===== config.mk =====
export PLATFORM = sky130hd
export DESIGN_NAME = quad_counter_timer_daisy_chain
export DESIGN_NICKNAME = d
export VERILOG_FILES = /design/src/rtl/qctc_pkg.sv /design/src/rtl/qctc_channel.sv /design/src/rtl/qctc_irq.sv /design/src/rtl/quad_counter_timer_daisy_chain.sv
export SDC_FILE = /design/constraint.sdc
export NUM_CORES = 1
export LEC_CHECK = 0
export BUFFER_PORTS_ARGS = -buffer_cell sky130_fd_sc_hd__buf_2
export CAP_MARGIN = 10
export CORE_ASPECT_RATIO = 1.5
export CORE_MARGIN = 4
export CORE_UTILIZATION = 55
export CTS_CLUSTER_DIAMETER = 120
export DETAILED_ROUTE_END_ITERATION = 12
export HOLD_SLACK_MARGIN = 0.08
export PLACE_DENSITY = 0.77
export SLEW_MARGIN = 15
export SYNTH_ARGS = -nofsm -noshare
export SYNTH_HDL_FRONTEND = slang
export SYNTH_HIERARCHICAL = 1
export SYNTH_SLANG_ARGS = --single-unit

===== constraint.sdc =====
create_clock -name clk_i -period 18.8 [get_ports clk_i]
set_input_delay 3.76 -clock clk_i [delete_from_list [all_inputs] [get_ports clk_i]]
set_output_delay 3.76 -clock clk_i [all_outputs]
set_load 0.02 [all_outputs]

===== src/rtl/qctc_pkg.sv =====
// ----------------------------------------------------------------------------
// qctc_pkg
// Types and constants shared by the four-channel counter/timer.
// ----------------------------------------------------------------------------
package qctc_pkg;

  localparam int unsigned CHANNELS = 4;

  typedef enum logic [2:0] {
    OP_WRITE = 3'd0,
    OP_READ  = 3'd1,
    OP_TICK  = 3'd2,
    OP_TRIG  = 3'd3,
    OP_ACK   = 3'd4,
    OP_RETI  = 3'd5
  } op_e;

  // control word bits
  localparam int unsigned CW_CTRL  = 0;
  localparam int unsigned CW_SRST  = 1;
  localparam int unsigned CW_TCF   = 2;
  localparam int unsigned CW_TRIG  = 3;
  localparam int unsigned CW_P256  = 5;
  localparam int unsigned CW_CNTR  = 6;
  localparam int unsigned CW_IE    = 7;

  localparam logic [8:0] COUNT_FULL = 9'd256;
  localparam logic [7:0] NO_VECTOR  = 8'hff;

  typedef struct packed {
    logic       en;
    op_e        op;
    logic       sel;
    logic [7:0] data;
    logic       autostart;
    logic       ack;
    logic       reti;
  } chan_ctrl_t;

  typedef struct packed {
    logic [7:0] count_low;
    logic       cpend;
    logic       pend_q;
    logic       serv_q;
    logic       pend_d;
    logic       serv_d;
    logic       hit;
  } chan_stat_t;

endpackage


===== src/rtl/qctc_channel.sv =====
// ----------------------------------------------------------------------------
// qctc_channel
// One counter/timer channel: control word, time constant, prescaler and
// down counter with reload, plus its interrupt request and service flags.
// ----------------------------------------------------------------------------
module qctc_channel
  import qctc_pkg::*;
(
  input  logic       clk_i,
  input  logic       rst_ni,
  input  chan_ctrl_t ctrl_i,
  output chan_stat_t stat_o
);

  logic [8:0] count_q, count_d;
  logic [8:0] tc_q, tc_d;
  logic [7:0] accum_q, accum_d;
  logic [7:0] cw_q, cw_d;
  logic       p256_q, p256_d;
  logic       frozen_q, frozen_d;
  logic       was_frozen_q, was_frozen_d;
  logic       started_q, started_d;
  logic       cpend_q, cpend_d;
  logic       first_q, first_d;
  logic       pend_q, pend_d;
  logic       serv_q, serv_d;

  logic [8:0]  acc_inc;
  logic [4:0]  amount;
  logic        do_count;
  logic [9:0]  diff;
  logic [9:0]  under;
  logic        zero_hit;
  logic [12:0] rem;
  logic [8:0]  reload;
  logic        hit;

  // remainder of the undershoot (below 16) by the time constant
  always_comb begin
    rem = {9'b0, under[3:0]};
    for (int i = 3; i >= 0; i--) begin
      if (rem >= ({4'b0, tc_q} << i)) begin
        rem = rem - ({4'b0, tc_q} << i);
      end
    end
    reload = tc_q - {5'b0, rem[3:0]};
  end

  assign acc_inc  = {1'b0, accum_q} + 9'd1;
  assign diff     = {1'b0, count_q} - {5'b0, amount};
  assign under    = {5'b0, amount} - {1'b0, count_q};
  assign zero_hit = diff[9] || (diff == 10'd0);

  always_comb begin
    count_d      = count_q;
    tc_d         = tc_q;
    accum_d      = accum_q;
    cw_d         = cw_q;
    p256_d       = p256_q;
    frozen_d     = frozen_q;
    was_frozen_d = was_frozen_q;
    started_d    = started_q;
    cpend_d      = cpend_q;
    first_d      = first_q;
    pend_d       = pend_q;
    serv_d       = serv_q;
    amount       = 5'd1;
    do_count     = 1'b0;
    hit          = 1'b0;

    case (ctrl_i.op)
      OP_WRITE: begin
        if (ctrl_i.sel) begin
          if (cpend_q) begin
            tc_d    = (ctrl_i.data == 8'd0) ? COUNT_FULL : {1'b0, ctrl_i.data};
            cpend_d = 1'b0;
            if (was_frozen_q || first_q) begin
              count_d  = tc_d;
              accum_d  = 8'd0;
              frozen_d = 1'b0;
              first_d  = 1'b0;
            end
          end else if (ctrl_i.data[CW_CTRL]) begin
            p256_d    = ctrl_i.data[CW_P256];
            cpend_d   = ctrl_i.data[CW_TCF];
            frozen_d  = ctrl_i.data[CW_SRST];
            started_d = ctrl_i.autostart || !ctrl_i.data[CW_TRIG];
            cw_d      = ctrl_i.data;
            if (ctrl_i.data[CW_SRST]) begin
              was_frozen_d = 1'b1;
            end
            if (ctrl_i.data[CW_SRST] || !ctrl_i.data[CW_IE]) begin
              pend_d = 1'b0;
            end
          end
        end
      end
      OP_TICK: begin
        if (!cw_q[CW_CNTR] && started_q && !frozen_q) begin
          was_frozen_d = 1'b0;
          if (p256_q) begin
            amount  = {4'b0, acc_inc[8]};
            accum_d = acc_inc[7:0];
          end else begin
            amount  = acc_inc[8:4];
            accum_d = {4'b0, acc_inc[3:0]};
          end
          do_count = (amount != 5'd0);
        end
      end
      OP_TRIG: begin
        if (ctrl_i.sel) begin
          if (!cw_q[CW_CNTR]) begin
            started_d = 1'b1;
          end else if (!frozen_q) begin
            was_frozen_d = 1'b0;
            do_count     = 1'b1;
          end
        end
      end
      OP_ACK: begin
        if (ctrl_i.ack) begin
          pend_d = 1'b0;
          serv_d = 1'b1;
        end
      end
      OP_RETI: begin
        if (ctrl_i.reti) begin
          pend_d = 1'b0;
          serv_d = 1'b0;
        end
      end
      default: begin
      end
    endcase

    if (do_count) begin
      if (zero_hit) begin
        count_d = reload;
        hit     = 1'b1;
        if (cw_q[CW_IE]) begin
          pend_d = 1'b1;
        end
      end else begin
        count_d = diff[8:0];
      end
    end
  end

  always_ff @(posedge clk_i or negedge rst_ni) begin
    if (!rst_ni) begin
      count_q      <= COUNT_FULL;
      tc_q         <= COUNT_FULL;
      accum_q      <= 8'd0;
      cw_q         <= 8'd0;
      p256_q       <= 1'b1;
      frozen_q     <= 1'b0;
      was_frozen_q <= 1'b0;
      started_q    <= 1'b0;
      cpend_q      <= 1'b0;
      first_q      <= 1'b1;
      pend_q       <= 1'b0;
      serv_q       <= 1'b0;
    end else if (ctrl_i.en) begin
      count_q      <= count_d;
      tc_q         <= tc_d;
      accum_q      <= accum_d;
      cw_q         <= cw_d;
      p256_q       <= p256_d;
      frozen_q     <= frozen_d;
      was_frozen_q <= was_frozen_d;
      started_q    <= started_d;
      cpend_q      <= cpend_d;
      first_q      <= first_d;
      pend_q       <= pend_d;
      serv_q       <= serv_d;
    end
  end

  assign stat_o.count_low = count_q[7:0];
  assign stat_o.cpend     = cpend_q;
  assign stat_o.pend_q    = pend_q;
  assign stat_o.serv_q    = serv_q;
  assign stat_o.pend_d    = pend_d;
  assign stat_o.serv_d    = serv_d;
  assign stat_o.hit       = hit;

endmodule


===== src/rtl/qctc_irq.sv =====
// ----------------------------------------------------------------------------
// qctc_irq
// Fixed-priority interrupt logic: acknowledge grant, return-from-interrupt
// release and the request and daisy-chain outputs after the transfer.
// ----------------------------------------------------------------------------
module qctc_irq
  import qctc_pkg::*;
(
  input  logic [CHANNELS-1:0] pend_q_i,
  input  logic [CHANNELS-1:0] serv_q_i,
  input  logic [CHANNELS-1:0] pend_d_i,
  input  logic [CHANNELS-1:0] serv_d_i,
  input  logic                daisy_in_i,
  output logic [CHANNELS-1:0] ack_o,
  output logic                ack_hit_o,
  output logic [1:0]          ack_chan_o,
  output logic [CHANNELS-1:0] reti_o,
  output logic                int_request_o,
  output logic                daisy_out_o
);

  logic blocked;
  logic found;
  logic req_done;
  logic req;

  always_comb begin
    ack_o      = '0;
    ack_hit_o  = 1'b0;
    ack_chan_o = 2'd0;
    blocked    = 1'b0;
    for (int c = 0; c < CHANNELS; c++) begin
      if (!blocked) begin
        if (serv_q_i[c]) begin
          blocked = 1'b1;
        end else if (pend_q_i[c]) begin
          blocked    = 1'b1;
          ack_o[c]   = 1'b1;
          ack_hit_o  = 1'b1;
          ack_chan_o = 2'(c);
        end
      end
    end
  end

  always_comb begin
    reti_o = '0;
    found  = 1'b0;
    for (int c = 0; c < CHANNELS; c++) begin
      if (!found && serv_q_i[c]) begin
        found     = 1'b1;
        reti_o[c] = 1'b1;
      end
    end
  end

  always_comb begin
    req      = 1'b0;
    req_done = 1'b0;
    for (int c = 0; c < CHANNELS; c++) begin
      if (!req_done) begin
        if (serv_d_i[c]) begin
          req_done = 1'b1;
        end else if (pend_d_i[c]) begin
          req_done = 1'b1;
          req      = 1'b1;
        end
      end
    end
  end

  assign int_request_o = daisy_in_i && req;
  assign daisy_out_o   = daisy_in_i && !(|serv_d_i);

endmodule


===== src/rtl/quad_counter_timer_daisy_chain.sv =====
// ----------------------------------------------------------------------------
// quad_counter_timer_daisy_chain
// Four-channel counter/timer with daisy-chained vectored interrupts.
//
//   channel  dir  handshake              payload
//   s_axis   in   tvalid/tready          tuser: operation, channel
//                                        tdata: write_data, daisy_in
//   m_axis   out  tvalid/tready          tdata: read_data, int_request,
//                                        daisy_out, zero_pulse_mask
//   cfg      in   cfg_we_i               cfg_wdata_i: trigger_autostart
//
// One transfer per cycle while m_axis is not stalled. An item sits in the input
// register, is processed combinationally against the channel state and lands
// in the result register. The input register refills while the result is taken,
// so a stall on m_axis holds one item in each register. Reset is
// asynchronous and leaves every channel idle at a count of 256.
// ----------------------------------------------------------------------------
module quad_counter_timer_daisy_chain
  import qctc_pkg::*;
(
  input  logic        clk_i,
  input  logic        rst_ni,
  input  logic        s_axis_tvalid,
  output logic        s_axis_tready,
  input  logic [15:0] s_axis_tdata,  // [7:0] write_data, [8] daisy_in
  input  logic [4:0]  s_axis_tuser,  // [2:0] operation, [4:3] channel
  output logic        m_axis_tvalid,
  input  logic        m_axis_tready,
  output logic [15:0] m_axis_tdata,  // [7:0] read_data, [8] int_request,
                                     // [9] daisy_out, [13:10] zero_pulse_mask
  input  logic        cfg_we_i,
  input  logic        cfg_wdata_i
);

  logic        in_valid_q;
  logic [2:0]  in_op_q;
  logic [1:0]  in_chan_q;
  logic [7:0]  in_data_q;
  logic        in_daisy_q;
  logic        out_valid_q;
  logic [15:0] out_data_q;
  logic        autostart_q;
  logic [4:0]  vbase_q;

  logic        advance;
  op_e         op;
  chan_ctrl_t  ctrl [CHANNELS];
  chan_stat_t  stat [CHANNELS];

  logic [CHANNELS-1:0] pend_q, serv_q, pend_d, serv_d, ack, reti;
  logic                ack_hit;
  logic [1:0]          ack_chan;
  logic                int_request;
  logic                daisy_out;
  logic [7:0]          read_data;
  logic [3:0]          zero_mask;

  assign advance       = in_valid_q && (!out_valid_q || m_axis_tready);
  assign s_axis_tready = !in_valid_q || advance;
  assign op            = op_e'(in_op_q);

  always_ff @(posedge clk_i or negedge rst_ni) begin
    if (!rst_ni) begin
      in_valid_q <= 1'b0;
    end else if (s_axis_tready) begin
      in_valid_q <= s_axis_tvalid;
    end
  end

  always_ff @(posedge clk_i) begin
    if (s_axis_tready && s_axis_tvalid) begin
      in_op_q    <= s_axis_tuser[2:0];
      in_chan_q  <= s_axis_tuser[4:3];
      in_data_q  <= s_axis_tdata[7:0];
      in_daisy_q <= s_axis_tdata[8];
    end
  end

  always_ff @(posedge clk_i or negedge rst_ni) begin
    if (!rst_ni) begin
      autostart_q <= 1'b0;
    end else if (cfg_we_i) begin
      autostart_q <= cfg_wdata_i;
    end
  end

  generate
    for (genvar c = 0; c < CHANNELS; c++) begin : g_chan
      assign ctrl[c].en        = advance;
      assign ctrl[c].op        = op;
      assign ctrl[c].sel       = (in_chan_q == 2'(c));
      assign ctrl[c].data      = in_data_q;
      assign ctrl[c].autostart = autostart_q;
      assign ctrl[c].ack       = ack[c];
      assign ctrl[c].reti      = reti[c];

      qctc_channel u_chan (
        .clk_i  (clk_i),
        .rst_ni (rst_ni),
        .ctrl_i (ctrl[c]),
        .stat_o (stat[c])
      );

      assign pend_q[c] = stat[c].pend_q;
      assign serv_q[c] = stat[c].serv_q;
      assign pend_d[c] = stat[c].pend_d;
      assign serv_d[c] = stat[c].serv_d;
    end
  endgenerate

  qctc_irq u_irq (
    .pend_q_i      (pend_q),
    .serv_q_i      (serv_q),
    .pend_d_i      (pend_d),
    .serv_d_i      (serv_d),
    .daisy_in_i    (in_daisy_q),
    .ack_o         (ack),
    .ack_hit_o     (ack_hit),
    .ack_chan_o    (ack_chan),
    .reti_o        (reti),
    .int_request_o (int_request),
    .daisy_out_o   (daisy_out)
  );

  // channel 0 takes a plain byte as vector base unless a constant is due
  always_ff @(posedge clk_i or negedge rst_ni) begin
    if (!rst_ni) begin
      vbase_q <= 5'd0;
    end else if (advance && (op == OP_WRITE) && (in_chan_q == 2'd0) &&
                 !in_data_q[CW_CTRL] && !stat[0].cpend) begin
      vbase_q <= in_data_q[7:3];
    end
  end

  always_comb begin
    read_data = 8'd0;
    case (op)
      OP_READ: begin
        for (int c = 0; c < CHANNELS; c++) begin
          if (in_chan_q == 2'(c)) begin
            read_data = stat[c].count_low;
          end
        end
      end
      OP_ACK: begin
        read_data = ack_hit ? {vbase_q, ack_chan, 1'b0} : NO_VECTOR;
      end
      default: begin
      end
    endcase
  end

  always_comb begin
    zero_mask = 4'd0;
    for (int c = 0; c < CHANNELS; c++) begin
      zero_mask[c] = stat[c].hit;
    end
  end

  always_ff @(posedge clk_i or negedge rst_ni) begin
    if (!rst_ni) begin
      out_valid_q <= 1'b0;
    end else if (advance) begin
      out_valid_q <= 1'b1;
    end else if (m_axis_tready) begin
      out_valid_q <= 1'b0;
    end
  end

  always_ff @(posedge clk_i) begin
    if (advance) begin
      out_data_q <= {2'b00, zero_mask, daisy_out, int_request, read_data};
    end
  end

  assign m_axis_tvalid = out_valid_q;
  assign m_axis_tdata  = out_data_q;

endmodule


==> summary.txt, run 1 <==
Worst setup path
  – Critical Path RT: 19100 ps
  – Slowest cell on the critical path: or3_1
  – Launch point of the worst reg-to-reg path: in_op_q[0]
  – Startpoint Class: flip-flop
  – Number of cells on the critical path: 52
  – Data arrival, critical path: 13520 ps
  – Worst path top cell family by delay: compound AO/OA/AOI/OAI gates
  – Max Fanout on Critical Path: 42
  – Crit. End Element: flip-flop
  – Category of the critical setup timing path: reg -> reg
  – Most prevalent standard cell on the critical path: a21o_1
  – R2r worst-path depth: 52
  – Delay of the slowest cell on the worst path: 490 ps
  – Combined buffer and inverter count along the critical path: 3
  – R2r setup slk: 5580 ps
  – RR Endpoint: g_chan[3].u_chan/count_q[7]

Synthesis
  – Cells after Synth: 2332
  – Post-Syn Area per Cell: 8.30 µm²
  – Mapped Area: 19400 µm²
  – Number of synthesis warnings: 6

Placed design
  – Count of placed standard cells including taps: 2740
  – Final HPWL from detailed placement: 38000 µm
  – Setup WS pre-CTS: 5650 ps
  – Placer congestion estimate: 0.919
  – Count of input and output buffers: 35

Clock tree
  – CTS sink cnt: 180
  – Clk root buf: clkbuf_16
  – H-tree depth: 4
  – # Post-CTS Setup Buffers: 0
  – Clock tree from TritonCTS: done
  – Clock transition at the registers of the reported paths: 70 ps
  – Max Buffers Root-to-Sink: 2
  – Hold-fix buffer count after cts: 0
  – Clk Latency, worst-skew pair: 450 ps
  – Clock buffer count from CTS: 17
  – Number of gates resized after cts: 0

Detailed routing
  – DRC violation count after routing: 0
  – Residual antenna-violating net count after detailed routing: 0
  – Final WL: 49900 µm
  – Via/cell ratio: 6.24
  – Routed length per instance: 18.0 µm
  – Vias: 17300
  – First-pass iteration count of the detailed router: 6
  – Count of routing violations after the opening detailed-route iteration: 1160

Global route
  – First-pass GRT wire length: 83700 µm
  – Number of antenna violations at the first check in global routing: 0
  – Overflow after GRT: 0
  – Overall routing resource usage: 26.1%
  – Maximum number of pins on one net before global-route repair: 98
  – Via count of the first global-routing pass: 17300

Final layout
  – Commonest non-fill, non-tap cell in the layout: nand2_1
  – Highest-count cells in the layout ignoring fill and taps: nand2_1 (211), nor2_1 (179), ha_1 (168), o21ai_0 (158), inv_1 (154)
  – Layout cells sized above 1: 10.8%
  – Area Growth Syn to Fin: 4.07%
  – Number of filler instances in the final layout: 3151
  – Diodes inserted: 0
  – Non-filler cells, final: 2772
  – Fin nets: 2511

Timing
  – Setup skew after layout: 11.2 ps
  – Final sum of negative setup slack: 0 ps
  – Worst-Margin Slew: 961 ps
  – Post-layout minimum cycle time: 13220 ps
  – Number of failing hold endpoints at the final stage: 0
  – RSZ-0062 raised after global routing: no
  – Post-route clock period utilization: 70.3%
  – Worst-case headroom to the max-slew limit: 35.9%
  – Worst Setup Slack, final: 5580 ps
  – Setup violations, final: 0
  – Maximum frequency from static timing analysis: 0.0756 GHz
  – Total count of max-transition violations in the final report: 0
  – WHS: 483 ps

Die
  – Placeable core region: 34500 µm²
  – Starting density of the core: 56.1%
  – Full die area: 38300 µm²
  – Horizontal die dimension: 161 µm
  – Overall die height: 238 µm
  – Cell row count: 83
  – Number of I/O pins: 45

Worst hold path
  – Hold path cells: 2
  – Hold Crit Endpoint: g_chan[1].u_chan/count_q[8]
  – Start point of the worst hold path: g_chan[1].u_chan/count_q[8]
  – Type of the worst min-delay path: reg -> reg

Run
  – Max-capacitance violation count: 0

Power
  – Static leakage: 8.83 nW
  – Worst voltage drop across the vdd grid: 0.245 mV
  – PD cells: 145 nW/µm²

Run status
  – Result of the run: finished, final reports clean
worst min-delay path: stages, from the launching register on:
cell and delay [ps]:
dfstp_2 380, nand2_1 50, o21ai_1 50
area by class of cell:
class	instances	area [µm²]	share of cell area, %
sequential	180	4660	23.2
clock inverter	14	104	0.516
tap	467	584	2.90
inverter	159	599	2.98
timing repair buffer	54	324	1.61
multi-input combinational	1880	13400	66.7
clock buffer	18	429	2.13
through the flow:
stage / util, % / area [µm²] / power, W
CTS: 58.4 / 20100 / 0.00292
finish: 58.4 / 20100 / 0.00292
detailed placement: 56.9 / 19600 / 0.00257
floorplan: - / 19400 / 0.00219
global route: 58.4 / 20100 / 0.00320
global placement: 56.9 / 19600 / 0.00251
worst max path at each step:
| stage | slack, ps | endpoint | from |
|---|---|---|---|
| finish | 5580 | g_chan[3].u_chan/count_q[7] | in_op_q[0] |
| global route | 4670 | g_chan[3].u_chan/count_q[7] | in_op_q[0] |
| CTS | 5620 | g_chan[3].u_chan/count_q[7] | in_op_q[0] |
| detailed placement | 5650 | g_chan[3].u_chan/count_q[7] | in_op_q[0] |
| global placement | 5920 | g_chan[3].u_chan/count_q[7] | in_op_q[1] |
| floorplan | 7010 | g_chan[3].u_chan/count_q[7] | in_op_q[0] |
state kept, by name, indices dropped and copies added (netlist names), 5 cells and up:
signal,cells
g_chan.u_chan/count_q,36
g_chan.u_chan/cw_q,8
in_data_q,8
vbase_q,5
g_chan.u_chan/tc_q,36
m_axis_tdata,14
g_chan.u_chan/accum_q,32
routing by layer:
metal / GRT usage [%] / share of wire (%) / vias to the layer above
li1: - / - / 8350
met3: 2.83 / 4.6 / 153
met2: 47.6 / 52 / 558
met4: 11.4 / 4.2 / 0
met5: 0 / 0 / -
met1: 30.9 / 40 / 8250
report_power, final:
part	leakage, nW	internal, W	switching (W)
Sequential	2.24	0.000430	0.0000479
Combinational	6.33	0.000927	0.00118
Clock	0.260	0.000170	0.000164
Total	8.83	0.00153	0.00140
Note: power is estimated with default switching activity, not from simulation.
==> run 2, diff against run 1 <==
- clock period: 18.8 -> 13.5 ns (I/O delays scaled with it)
==> run 2 against run 1 <==
Net effect:
- register-to-register slack worse by 4900 ps
- wire length rose by 0.41%
- largest power group unchanged
- clock-buffer cell count increased by 1
- non-clock buffer count stayed put
- first-iteration DRC count up 1.0%
==> summary.txt, run 2 (synthesized netlist as in run 1, its figures left out) <==
Run status
  – Result of the run: finished, final reports clean

Final layout
  – Fin nets: 2511
  – Area of the multi-input gates: 13500 µm²
  – Finished Core Util: 58.7%
  – Diodes inserted: 0
  – Highest-count cells in the layout ignoring fill and taps: nand2_1 (211), nor2_1 (178), ha_1 (168), o21ai_0 (158), inv_1 (154)
  – Layout cells sized above 1: 11.2%
  – Commonest non-fill, non-tap cell in the layout: nand2_1
  – Area Growth Syn to Fin: 4.49%
  – Finished layout cell area: 20200 µm²
  – Number of filler instances in the final layout: 3133
  – Largest registers: g_chan.u_chan/count_q (36), g_chan.u_chan/tc_q (36), g_chan.u_chan/accum_q (32)
  – Seq. cell area: 4660 µm²

Clock tree
  – Max Buffers Root-to-Sink: 2
  – Clk root buf: clkbuf_16
  – Hold-fix buffer count after cts: 0
  – CTS sink cnt: 180
  – Clock buffer count from CTS: 17
  – Clk Latency, worst-skew pair: 450 ps
  – Clock transition at the registers of the reported paths: 70 ps
  – Clock tree from TritonCTS: done
  – H-tree depth: 4

Timing
  – Setup skew after layout: 10.6 ps
  – Total count of max-transition violations in the final report: 0
  – WHS: 488 ps
  – Number of failing hold endpoints at the final stage: 0
  – Worst-case headroom to the max-slew limit: 22.8%
  – Setup violations, final: 0
  – Worst-Margin Slew: 1150 ps
  – Post-route clock period utilization: 94.6%
  – Post-layout minimum cycle time: 12780 ps
  – Maximum frequency from static timing analysis: 0.0783 GHz

Die
  – Cell row count: 83
  – Overall die height: 238 µm
  – Starting density of the core: 56.1%
  – Full die area: 38300 µm²
  – Placeable core region: 34500 µm²
  – Horizontal die dimension: 161 µm
  – Number of I/O pins: 45

Worst setup path
  – Combined buffer and inverter count along the critical path: 1
  – Slowest cell on the critical path: or3_1
  – Crit. End Element: flip-flop
  – Worst path top cell family by delay: compound AO/OA/AOI/OAI gates
  – Category of the critical setup timing path: reg -> reg
  – Startpoint Class: flip-flop
  – Critical Path RT: 13770 ps
  – Delay of the slowest cell on the worst path: 480 ps
  – Data arrival, critical path: 13050 ps
  – Max Fanout on Critical Path: 6

Detailed routing
  – Routed length per instance: 18.1 µm
  – Count of routing violations after the opening detailed-route iteration: 1172
  – DRC violation count after routing: 0
  – First-pass iteration count of the detailed router: 5
  – Vias: 17200
  – Residual antenna-violating net count after detailed routing: 0
  – Via/cell ratio: 6.20
  – Final WL: 50100 µm

Run
  – Max-capacitance violation count: 0

Placed design
  – Final HPWL from detailed placement: 38400 µm
  – Dpl cell area: 19600 µm²
  – Placer congestion estimate: 0.951
  – Count of input and output buffers: 35

Global route
  – Maximum number of pins on one net before global-route repair: 101
  – Overflow after GRT: 0
  – First-pass GRT wire length: 83000 µm
  – Number of antenna violations at the first check in global routing: 0
  – Overall routing resource usage: 25.9%
  – Via count of the first global-routing pass: 17300

Power
  – PD cells: 205 nW/µm²
  – Static leakage: 8.84 nW
  – Worst voltage drop across the vdd grid: 0.325 mV

Worst hold path
  – Type of the worst min-delay path: reg -> reg
[run 2: timing repair]
| action | in CTS | in global routing |
|---|---|---|
| gates resized for setup | 0 | 8 |
| endpoints found under the setup margin | 0 | 4 |
| buffers inserted | 0 | 1 |
[run 2: area by class of cell]
cell class / instances / share of cell area (%)
Multi-Input combinational cell: 1880 / 66.6
Clock inverter: 13 / 0.613
Timing Repair Buffer: 54 / 1.60
Inverter: 159 / 2.96
Tap cell: 467 / 2.89
Sequential cell: 180 / 23.1
Clock buffer: 19 / 2.24
[run 2: metrics by stage]
stage	setup slack (ps)	std cells	setup TNS, ps	total power, W
after floorplan	1710	2333	0	0.00305
after global routing	-17.9	2772	-17.9	0.00453
after CTS	463	2771	0	0.00411
final	723	2772	0	0.00415
after global placement	815	2739	0	0.00348
after detailed placement	509	2739	0	0.00360
[run 2: final timing paths]
path                                                   from                     endpoint  slack (ps)  cells after the start
worst max register to register                   in_op_q[0]  g_chan[3].u_chan/count_q[7]         720                     49
worst max-delay path                             in_op_q[0]  g_chan[3].u_chan/count_q[7]         720                     49
worst min register to register  g_chan[1].u_chan/count_q[8]  g_chan[1].u_chan/count_q[8]         490                      2
max in group asynchronous                            rst_ni     g_chan[0].u_chan/tc_q[2]        9790                      2
worst min-delay path            g_chan[1].u_chan/count_q[8]  g_chan[1].u_chan/count_q[8]         490                      2
min in group asynchronous                            rst_ni  g_chan[3].u_chan/accum_q[4]        2340                      1
[run 2: worst min-delay path, delay by kind of cell (launching register included)]
| kind | cells | cell delay (ps) |
|---|---|---|
| flops | 1 | 380 |
| compound gates | 1 | 60 |
| simple gates | 1 | 50 |
[run 2: where the power goes]
part / leakage, nW / switching, W / internal (W)
registers: 2.24 / 0.0000701 / 0.000598
logic: 6.33 / 0.00169 / 0.00131
clock network: 0.276 / 0.000225 / 0.000266
total: 8.84 / 0.00198 / 0.00217
[run 2: per-layer routing]
metal | track usage (%) | up-vias | wire length (µm)
met2 | 47.1 | 539 | 25600
met1 | 30.3 | 8137 | 19700
li1 | - | 8349 | -
met5 | 0 | - | 0
met3 | 2.64 | 159 | 2390
met4 | 12.6 | 0 | 2380
==> run 3, diff against run 2 <==
- CORE_ASPECT_RATIO: 1.5 -> 1.75
- CTS_CLUSTER_SIZE: default -> 30
- clock period: 13.5 -> 14 ns (I/O delays scaled with it)
==> run 3 against run 2 <==
Net effect:
- clock skew up 0.55 ps
- register-to-register slack better by 140 ps
- clock-buffer cell count unchanged
==> summary.txt, run 3 (synthesized netlist as in run 1, its figures left out) <==
Placed design
  – Count of placed standard cells including taps: 2734
  – Final HPWL from detailed placement: 39300 µm
  – Count of input and output buffers: 35
  – Placer congestion estimate: 0.943

Timing
  – Worst-Margin Slew: 1060 ps
  – Post-layout minimum cycle time: 13140 ps
  – RSZ-0062 raised after global routing: no
  – Post-route clock period utilization: 93.8%
  – Setup skew after layout: 11.2 ps
  – Total count of max-transition violations in the final report: 0
  – Number of failing hold endpoints at the final stage: 0
  – Worst-case headroom to the max-slew limit: 29.5%
  – Final sum of negative setup slack: 0 ps
  – WHS: 484 ps
  – Setup violations, final: 0
  – Maximum frequency from static timing analysis: 0.0761 GHz

Detailed routing
  – Via/cell ratio: 6.33
  – Count of routing violations after the opening detailed-route iteration: 1156
  – Final WL: 51200 µm
  – First-pass iteration count of the detailed router: 6
  – DRC violation count after routing: 0
  – Residual antenna-violating net count after detailed routing: 0
  – Routed length per instance: 18.5 µm
  – Vias: 17500

Global route
  – Via count of the first global-routing pass: 17600
  – Number of antenna violations at the first check in global routing: 0
  – Overflow after GRT: 0
  – Overall routing resource usage: 26.5%
  – Maximum number of pins on one net before global-route repair: 82
  – First-pass GRT wire length: 84300 µm

Run status
  – Result of the run: finished, final reports clean

Clock tree
  – Clk Latency, worst-skew pair: 450 ps
  – Clock buffer count from CTS: 17
  – H-tree depth: 4
  – Max Buffers Root-to-Sink: 2
  – # Post-CTS Setup Buffers: 0
  – Number of gates resized after cts: 0
  – Clock tree from TritonCTS: done
  – Clock transition at the registers of the reported paths: 70 ps
  – Hold-fix buffer count after cts: 0
  – Clk root buf: clkbuf_16
  – CTS sink cnt: 180

Final layout
  – Layout cells sized above 1: 10.8%
  – Fin nets: 2512
  – Seq. cell area: 4660 µm²
  – Largest registers: g_chan.u_chan/count_q (36), g_chan.u_chan/tc_q (36), g_chan.u_chan/accum_q (32)
  – Diodes inserted: 0
  – Highest-count cells in the layout ignoring fill and taps: nand2_1 (211), nor2_1 (179), ha_1 (168), o21ai_0 (158), inv_1 (154)
  – Number of filler instances in the final layout: 3143
  – Area of the multi-input gates: 13400 µm²
  – Commonest non-fill, non-tap cell in the layout: nand2_1
  – Area Growth Syn to Fin: 4.47%
  – Finished Core Util: 58.5%
  – Non-filler cells, final: 2766

Power
  – Worst voltage drop across the vdd grid: 0.256 mV
  – Static leakage: 8.86 nW
  – PD cells: 199 nW/µm²

Worst setup path
  – Startpoint Class: flip-flop
  – Crit. End Element: flip-flop
  – Worst path top cell family by delay: compound AO/OA/AOI/OAI gates
  – Combined buffer and inverter count along the critical path: 2
  – Critical Path RT: 14330 ps
  – Slowest cell on the critical path: or3_1
  – Delay of the slowest cell on the worst path: 500 ps
  – Data arrival, critical path: 13470 ps
  – Category of the critical setup timing path: reg -> reg
  – Max Fanout on Critical Path: 13

Worst hold path
  – Type of the worst min-delay path: reg -> reg

Die
  – Full die area: 38400 µm²
  – Horizontal die dimension: 150 µm
  – Overall die height: 256 µm
  – Cell row count: 90
  – Starting density of the core: 56.0%
  – Placeable core region: 34600 µm²
  – Number of I/O pins: 45

Run
  – Max-capacitance violation count: 0
==> run 3: cell types whose count changed in the layout (fill, tap and decap cells not counted), sizes merged <==
| cell | delta |
|---|---|
| buf | +1 |
| bufinv | +3 |
| clkinv | -3 |
| clkinvlp | +1 |
| inv | -1 |
==> run 3: worst paths after layout <==
check | start | to | slack [ps] | depth (start not counted)
hold reg to reg | g_chan[1].u_chan/count_q[8] | g_chan[1].u_chan/count_q[8] | 480 | 2
setup reg to reg | in_op_q[0] | g_chan[3].u_chan/count_q[7] | 860 | 50
hold / removal | g_chan[1].u_chan/count_q[8] | g_chan[1].u_chan/count_q[8] | 480 | 2
max in group asynchronous | rst_ni | g_chan[0].u_chan/count_q[5] | 10060 | 2
setup / recovery | in_op_q[0] | g_chan[3].u_chan/count_q[7] | 860 | 50
min in group asynchronous | rst_ni | g_chan[0].u_chan/accum_q[6] | 2360 | 1
==> run 3: worst reg2reg max path: cells and delay by family, from the launching register on <==
kind	cells	cell delay, ps
AOI/OAI and AO/OA	23	4800
and+or+nand+nor	13	4020
adders and majority gates	6	1830
muxes	4	1320
DFF	1	430
buffers and inverters	2	380
xor gates and xnor gates	2	240
==> run 3: per-stage QoR <==
stage / area, µm² / setup WS [ps] / total power [W]
after floorplan: 19400 / 2210 / 0.00294
after global placement: 19600 / 1360 / 0.00336
after detailed placement: 19600 / 1010 / 0.00346
after CTS: 20200 / 973 / 0.00400
after global routing: 20200 / 13.5 / 0.00438
final: 20200 / 864 / 0.00402
==> run 3: cell type report <==
class                      instances  share of cell area [%]
clock buffer                      19                    2.14
clock inverter                    13                   0.903
inverter                         159                    2.96
multi-input combinational       1880                    66.4
sequential                       180                    23.1
tap                              460                    2.85
timing repair buffer              55                    1.64
==> run 3: routing by layer <==
layer  wire length [µm]  part of all wire (%)  vias up  global-route usage (%)
li1                   -                     -     8355                       -
met5                  0                     0        -                       0
met1              19300                    38     8412                    28.8
met2              26900                    53      539                    48.9
met4               2870                   5.6        0                    14.9
met3               2130                   4.2      194                    3.05
==> run 3: report_power, final <==
part | leakage (nW) | switching (W) | internal, W | total [W]
sequential | 2.24 | 0.0000662 | 0.000577 | 0.000643
combinational | 6.33 | 0.00161 | 0.00125 | 0.00286
clock | 0.287 | 0.000219 | 0.000299 | 0.000517
total | 8.86 | 0.00190 | 0.00213 | 0.00402
